<file path="config.mk">
export PLATFORM = sky130hd
export DESIGN_NAME = drse_cell
export DESIGN_NICKNAME = d
export VERILOG_FILES = /design/src/drse_pkg.sv /design/src/drse_cell.sv
export SDC_FILE = /design/constraint.sdc
export NUM_CORES = 1
export LEC_CHECK = 0
export BUFFER_PORTS_ARGS = -buffer_cell sky130_fd_sc_hd__buf_2
export CORE_AREA = 3 3 318 320
export CTS_BUF_LIST = sky130_fd_sc_hd__clkbuf_16
export DETAILED_ROUTE_END_ITERATION = 12
export DIE_AREA = 0 0 321 323
export PLACE_DENSITY_LB_ADDON = 0.2
export SLEW_MARGIN = 10
export SYNTH_ARGS = -nofsm -noshare
export SYNTH_HDL_FRONTEND = slang
export SYNTH_SLANG_ARGS = --single-unit
export TNS_END_PERCENT = 100
</file>
<file path="constraint.sdc">
create_clock -name i_clk -period 2.2 [get_ports i_clk]
set_input_delay 0.22 -clock i_clk [delete_from_list [all_inputs] [get_ports i_clk]]
set_output_delay 0.22 -clock i_clk [all_outputs]
set_load 0.02 [all_outputs]
</file>
<file path="src/drse_pkg.sv">
`timescale 1ns / 1ps
// drse_pkg: shared types and codes for the disjoint range set engine
// no dependencies; used by the cells, the top level and the testbench
package drse_pkg;

    localparam logic [1:0] OP_INSERT   = 2'd0;
    localparam logic [1:0] OP_REMOVE   = 2'd1;
    localparam logic [1:0] OP_CONTAINS = 2'd2;
    localparam logic [1:0] OP_FIT      = 2'd3;

    typedef struct packed {
        logic [3:0]  space;
        logic [63:0] first;
        logic [63:0] last;
    } t_entry;

    typedef struct packed {
        logic [3:0]  space;
        logic [63:0] first;
        logic [63:0] last;
        logic [63:0] mf;
        logic [63:0] ml;
        logic [63:0] lp1;
        logic [63:0] fm1;
    } t_key;

    typedef struct packed {
        logic eval;
        logic ins_merge;
        logic ins_new;
        logic rem;
        logic compact;
    } t_cmd;

    typedef struct packed {
        logic hit;
        logic lt;
        logic hold;
        logic cutl;
        logic cutr;
        logic adj;
    } t_flags;

endpackage

</file>
<file path="src/drse_cell.sv">
`timescale 1ns / 1ps
// drse_cell: one table slot with its local compares and neighbor shifts
// depends on drse_pkg
module drse_cell #(
    parameter int IDX = 0,
    parameter int CW  = 6
) (
    input  logic             i_clk,
    input  logic             i_rst_n,
    input  drse_pkg::t_cmd   i_cmd,
    input  drse_pkg::t_key   i_key,
    input  logic [CW-1:0]    i_count,
    input  drse_pkg::t_entry i_left,
    input  drse_pkg::t_flags i_left_flags,
    input  logic             i_left_sh,
    input  logic             i_left_dd,
    input  drse_pkg::t_entry i_right,
    input  logic             i_right_dead,
    output drse_pkg::t_entry o_entry,
    output drse_pkg::t_flags o_flags,
    output logic             o_dead,
    output logic             o_sh,
    output logic             o_dd
);

    localparam logic [CW-1:0] MY = CW'(IDX);

    drse_pkg::t_entry r_e, n_e;
    drse_pkg::t_flags r_f, n_f;
    logic             r_dead, n_dead;
    logic             w_v, w_same, w_split, w_left_split;

    assign w_v          = MY < i_count;
    assign w_same       = r_e.space == i_key.space;
    assign w_split      = r_f.hit & r_f.cutl & r_f.cutr;
    assign w_left_split = i_left_flags.hit & i_left_flags.cutl & i_left_flags.cutr;

    always_comb begin
        n_e    = r_e;
        n_f    = r_f;
        n_dead = r_dead;
        if (i_cmd.eval) begin
            n_f.hit  = w_v & w_same & (r_e.last >= i_key.first) & (r_e.first <= i_key.last);
            n_f.lt   = w_v & ~n_f.hit & ((r_e.space < i_key.space) |
                       (w_same & (r_e.first < i_key.first)));
            n_f.hold = w_v & w_same & (r_e.first <= i_key.first) & (r_e.last >= i_key.first);
            n_f.cutl = r_e.first < i_key.first;
            n_f.cutr = r_e.last > i_key.last;
            n_f.adj  = (IDX != 0) & w_v & (r_e.space == i_left.space) &
                       (r_e.first == i_left.last + 64'd1);
        end
        if (i_cmd.ins_merge) begin
            n_dead = 1'b0;
            if (r_f.hit) begin
                if (!i_left_flags.hit) begin
                    n_e = '{space: i_key.space, first: i_key.mf, last: i_key.ml};
                end else begin
                    n_dead = 1'b1;
                end
            end
        end
        if (i_cmd.ins_new) begin
            n_dead = 1'b0;
            if (i_left_flags.lt && !r_f.lt) begin
                n_e = '{space: i_key.space, first: i_key.first, last: i_key.last};
            end else if (!i_left_flags.lt) begin
                n_e = i_left;
            end
        end
        if (i_cmd.rem) begin
            n_dead = 1'b0;
            if (i_left_sh) begin
                if (w_left_split) begin
                    n_e = '{space: i_key.space, first: i_key.lp1, last: i_left.last};
                end else begin
                    n_e = i_left;
                end
            end else if (r_f.hit) begin
                if (r_f.cutl) begin
                    n_e.last = i_key.fm1;
                end else if (r_f.cutr) begin
                    n_e.first = i_key.lp1;
                end else begin
                    n_dead = 1'b1;
                end
            end
        end
        if (i_cmd.compact && (i_left_dd || r_dead)) begin
            n_e    = i_right;
            n_dead = i_right_dead;
        end
    end

    always_ff @(posedge i_clk) begin
        if (!i_rst_n) begin
            r_dead <= 1'b0;
        end else begin
            r_dead <= n_dead;
        end
    end

    always_ff @(posedge i_clk) begin
        r_e <= n_e;
        r_f <= n_f;
    end

    assign o_entry = r_e;
    assign o_flags = r_f;
    assign o_dead  = r_dead;
    assign o_sh    = i_left_sh | w_split;
    assign o_dd    = i_left_dd | r_dead;

endmodule

</file>
# After elaboration in Yosys (flattened, before gate mapping)
# Cells that the tools add are included.
dict set report totals {
  register_bits 138
  in_bits 674
  output_inout_bits 141
  word_cells 63
}
dict set report classes {
  order_cmp 7
  n_eq_ne 1
  n_mux 25
  bitwise 16
  reduce_logical 5
}
# cell count
set ops {}
lappend ops {{$mux 132} 9}
lappend ops {{$mux 128} 2}
lappend ops {{$mux 64} 3}
lappend ops {{$le 64x64->1} 2}
lappend ops {{$ge 64x64->1} 1}
lappend ops {{$gt 64x64->1} 1}
lappend ops {{$lt 64x64->1} 1}
lappend ops {{$and 1x1->1} 12}
lappend ops {{$mux 1} 10}
lappend ops {{$lt 1x6->1 const A} 1}
lappend ops {{$eq 4x4->1} 1}
lappend ops {{$lt 4x4->1} 1}
lappend ops {{$mux 4} 1}
lappend ops {{$reduce_bool 4->1} 1}
lappend ops {{$or 1x1->1} 3}
lappend ops {{$logic_and 1x1->1} 2}
lappend ops {{$logic_not 1->1} 1}
lappend ops {{$logic_or 1x1->1} 1}
lappend ops {{$not 1->1} 1}

# Depth between registers and ports, before layout
dict set report depth {
  depth_word 12
  ltp_mapped 9
  mapped_depth_nobuf 9
}

# Worst setup path before layout
# OpenSTA, ideal clock, no wires.
dict set report synth_timing {
  path_type {register to register}
  from {register r_e, in the netlist o_entry[97]}
  to {register r_f, in the netlist o_flags[4], data pin}
  setup_time_ns 0.276
  arrival_time_ns 2.275
  required_ns 1.924
  slack_ns -0.351
  path_stages_with_launch 9
  path_buffers 0
  synth_period_minus_slack_ns 2.551
  cell_sequence {dfxtp_1 ha_1 a21oi_2 o21ai_1 a221o_1 a221o_1 or4_1 o21ai_2 a21oi_1}
}
dict set report synth_via {
  elab_chain_len 5
  word_cells_on_any_way 8
  cone_classes {order compare (2); bitwise (6)}
}
# item line_no
set synth_lines {}
lappend synth_lines {{start, declared} drse_cell.sv:28} ;# drse_pkg::t_entry r_e, n_e;
lappend synth_lines {{start signal, assigned} drse_cell.sv:103} ;# r_e <= n_e;
lappend synth_lines {{$le 64x64->1} drse_cell.sv:43} ;# n_f.hit = w_v & w_same & (r_e.last >= i_key.first) & (r_e.first <= i_key.last);
lappend synth_lines {{$and 1x1->1} drse_cell.sv:43}
lappend synth_lines {{$not 1->1} drse_cell.sv:44} ;# n_f.lt = w_v & ~n_f.hit & ((r_e.space < i_key.space) |
lappend synth_lines {{$and 1x1->1} drse_cell.sv:44}
lappend synth_lines {{$and 1x1->1 *} drse_cell.sv:44}
lappend synth_lines {{end signal, assigned} drse_cell.sv:104} ;# r_f <= n_f;
lappend synth_lines {{end, declared} drse_cell.sv:29} ;# drse_pkg::t_flags r_f, n_f;
# Mark *: on every way between the ends. The rest lies on a longest branch, timed or not.
# A chain may end at the register's enable or synchronous reset.

# Worst setup path in the final report
dict set report layout_timing {
  from {register r_e, in the netlist o_entry[55]}
  to {register r_f, in the netlist o_flags[1], data pin}
}
dict set report layout_via {
  elab_chain_len 1
}
# item line_no
set layout_lines {}
lappend layout_lines {{$gt 64x64->1} drse_cell.sv:48} ;# n_f.cutr = r_e.last > i_key.last;
# No other way between the ends.

==> impl_metrics.ini <==
[power_and_ir_drop]
switchingPower_mw = 6.64
clkPwrFrac_pct = 17.6
p_per_area_mw_per_mm2 = 531
p_seq_share_pct = 22.7
p_comb_share_pct = 59.7
p_sw_share_pct = 43.5
power_leakage_nw = 14.4
internal_power_mw = 8.64
ir_worst_vdd_v = 0.000349

[timing]
slew_headroom_pct = 50.5
fin_tns_setup_ns = -1.87
hold_ws_ns = 0.0499
finalHoldViolCount = 0
setup_slack_ns = -0.426
worst_slew_pin_slew_ns = 0.742
period_minus_slack_ns = 2.63
fin_crit_sh_pct = 119
slew_violations = 0
skew_ns = 0.0155
rsz0062_at_grt = true
fmax_ghz = 0.381
finalSetupViolations = 5

[clock_tree]
clk_latency_ns = 0.51
numCtsBuffers = 17
htree_levels = 4
cts-root-buf = clkbuf_16
cts_num_sinks = 138
max-clock-path-buffers = 2
tritoncts = done
clk_pin_slew_ns = 0.07

[placement]
placed_area_mm2 = 0.0254
dp_hpwl_mm = 95.0
port_buffers = 811
gp_congestion = 0.884

[setup_path]
cp_data_required_time_ns = 2.45
end_kind = register
worstPathArrival_ns = 2.87
worstSetupPathType = register to register
crit_chain = ha_1 > nand3_1 > or3_4 > or3_4 > nor4_4 > buf_4 > nand3_1 > nand2_1 > o2bb2ai_2
critPathMaxStageDelay_ns = 0.45
path_max_fanout = 2
critPathLaunchType = register
cpMaxStageDelayCell = or3_4

[global_routing]
grt_remaining_overflow = 0
grt_pass1_vias = 23600
grt_util_all_layers_pct = 21.3
antenna_found_initial = 30
grt_pass1_wl_mm = 162
grt_max_degree = 71

[finish]
fillers = 11000
register_area_mm2 = 0.00292
drive_above_1_share_pct = 42.1
multi_input_area_mm2 = 0.0135
area_delta_synth_final_pct = 76.0
layout_common_cells = buf_2 (809), buf_4 (398), nand2_1 (380)
layout_commonest_cell = buf_2
fin_util_pct = 29.3
fin_nets = 4532
fin_area_mm2 = 0.0288

[die]
ios = 815
dieWidth_um = 321
num_rows = 115
initial_utilization_pct = 16.6
die_h_um = 323
dieArea_mm2 = 0.104
core_area_mm2 = 0.0984

[synth]
ys.flop_type = dfxtp_1
yosys_warnings = 0
synth-seq-cells = 138
synth.distinct_cells = 63
synth.net_count = 3234
yosysSeqAreaShare_pct = 17.2
netlist_area_mm2 = 0.0164
syn_inst = 2300
async_flop_share_pct = 0
syn_area_per_cell_um2 = 7.11
synth_edf_count = 5

[drt]
drtIter0Drc = 1279
via_count = 23100
drcViolationCount = 0
wl_mm = 115
viasPerCell = 4.71
wl_per_cell_um = 23.5
drtAntennaViolNets = 0
drtPass1Iterations = 6

[status]
violations = negative setup slack
outcome = finished, violations left

[job]
maxCapViolCount = 0

[hold_path]
min_path_type = input pin to register
==> through the flow <==
step / std cells / worst slack (ns) / power [mW]
after floorplan: 2300 / -0.151 / 7.45
after global placement: 4671 / -1.25 / 12.0
after detailed placement: 4671 / -1.28 / 12.0
after CTS: 4887 / -0.450 / 15.4
after global routing: 4901 / -0.513 / 16.5
final: 4905 / -0.426 / 15.3
==> final timing paths <==
check	start	depth (start not counted)	to	slack, ns
setup / recovery	o_entry[55]	9	o_flags[1]	-0.43
hold / removal	i_right[10]	3	o_entry[10]	0.05
hold reg to reg	o_entry[128]	2	o_entry[128]	0.60
setup reg to reg	o_entry[55]	9	o_flags[1]	-0.43
==> timing repair <==
item,4_1_cts,5_1_grt
buffers inserted,18,6
gates cloned,1,3
endpoints found under the setup margin,7,23
resized for setup,100,54
pin swaps,39,30
hold endpoints to repair,120,0
hold buffers,169,0
==> synthesized netlist by cell type, types with 13 or more instances <==
library cell | n | area [µm²]
nor2_1 | 226 | 848
a221o_1 | 66 | 661
a21o_1 | 32 | 240
nand4_1 | 44 | 275
buf_2 | 13 | 65.1
a31oi_1 | 69 | 432
nand2_1 | 387 | 1450
dfxtp_1 | 133 | 2660
ha_1 | 260 | 3250
o21ai_0 | 39 | 195
a211o_1 | 63 | 552
inv_1 | 139 | 522
nand3_1 | 22 | 110
a21oi_1 | 337 | 1690
a22oi_1 | 69 | 518
nor3_1 | 14 | 70.1
mux2_2 | 64 | 721
buf_1 | 15 | 56.3
a22o_1 | 64 | 561
clkbuf_1 | 125 | 469
==> power by group through the flow <==
stage	logic, mW	clock network (mW)	registers (mW)
finish	9.12	2.69	3.47
global route	10.0	2.91	3.52
CTS	9.05	2.84	3.46
detailed placement	8.48	0	3.48
global placement	8.54	0	3.48
floorplan	3.48	0	3.97
==> area by class of cell <==
type                       count  share of cell area (%)
clock inverter                13                   0.182
tap                         1287                    5.59
timing repair buffer        1433                    33.9
sequential                   138                    10.1
inverter                     139                    1.81
multi-input combinational   1869                    46.8
clock buffer                  17                    1.48
antenna                        9                  0.0782
==> kinds of logic (layout without fill, tap and decap cells) <==
family | after synthesis | count (layout) | synth area share (%)
muxes | 66 | 66 | 4.53
buffers and inverters | 293 | 1602 | 6.84
other | 1 | 10 | 0.0229
AOI/OAI and AO/OA | 804 | 804 | 32.8
and+or+nand+nor | 738 | 738 | 18.7
adders and majority gates | 260 | 260 | 19.9
DFF | 138 | 138 | 17.2
==> metal layers <==
metal  track usage [%]  up-vias  wire, µm
met3              4.53      144      6900
met2              38.1      860     56300
met4              5.50       22      2580
met1              26.0    11000     49500
li1                  -    11100         -
met5                 0        -       146
==> critical path: cells and delay by family (launching register included) <==
family,cells,cell delay [ns]
fa+ha+maj,1,0.31
buf+inv,1,0.17
flops,1,0.34
compound gates,1,0.07
simple gates,6,1.48
==> state kept, by name, indices dropped and copies added, names as in the netlist <==
name     flops
o_dead       1
o_flags      5
o_entry    132
No activity file was read; power rests on OpenSTA's default activity.
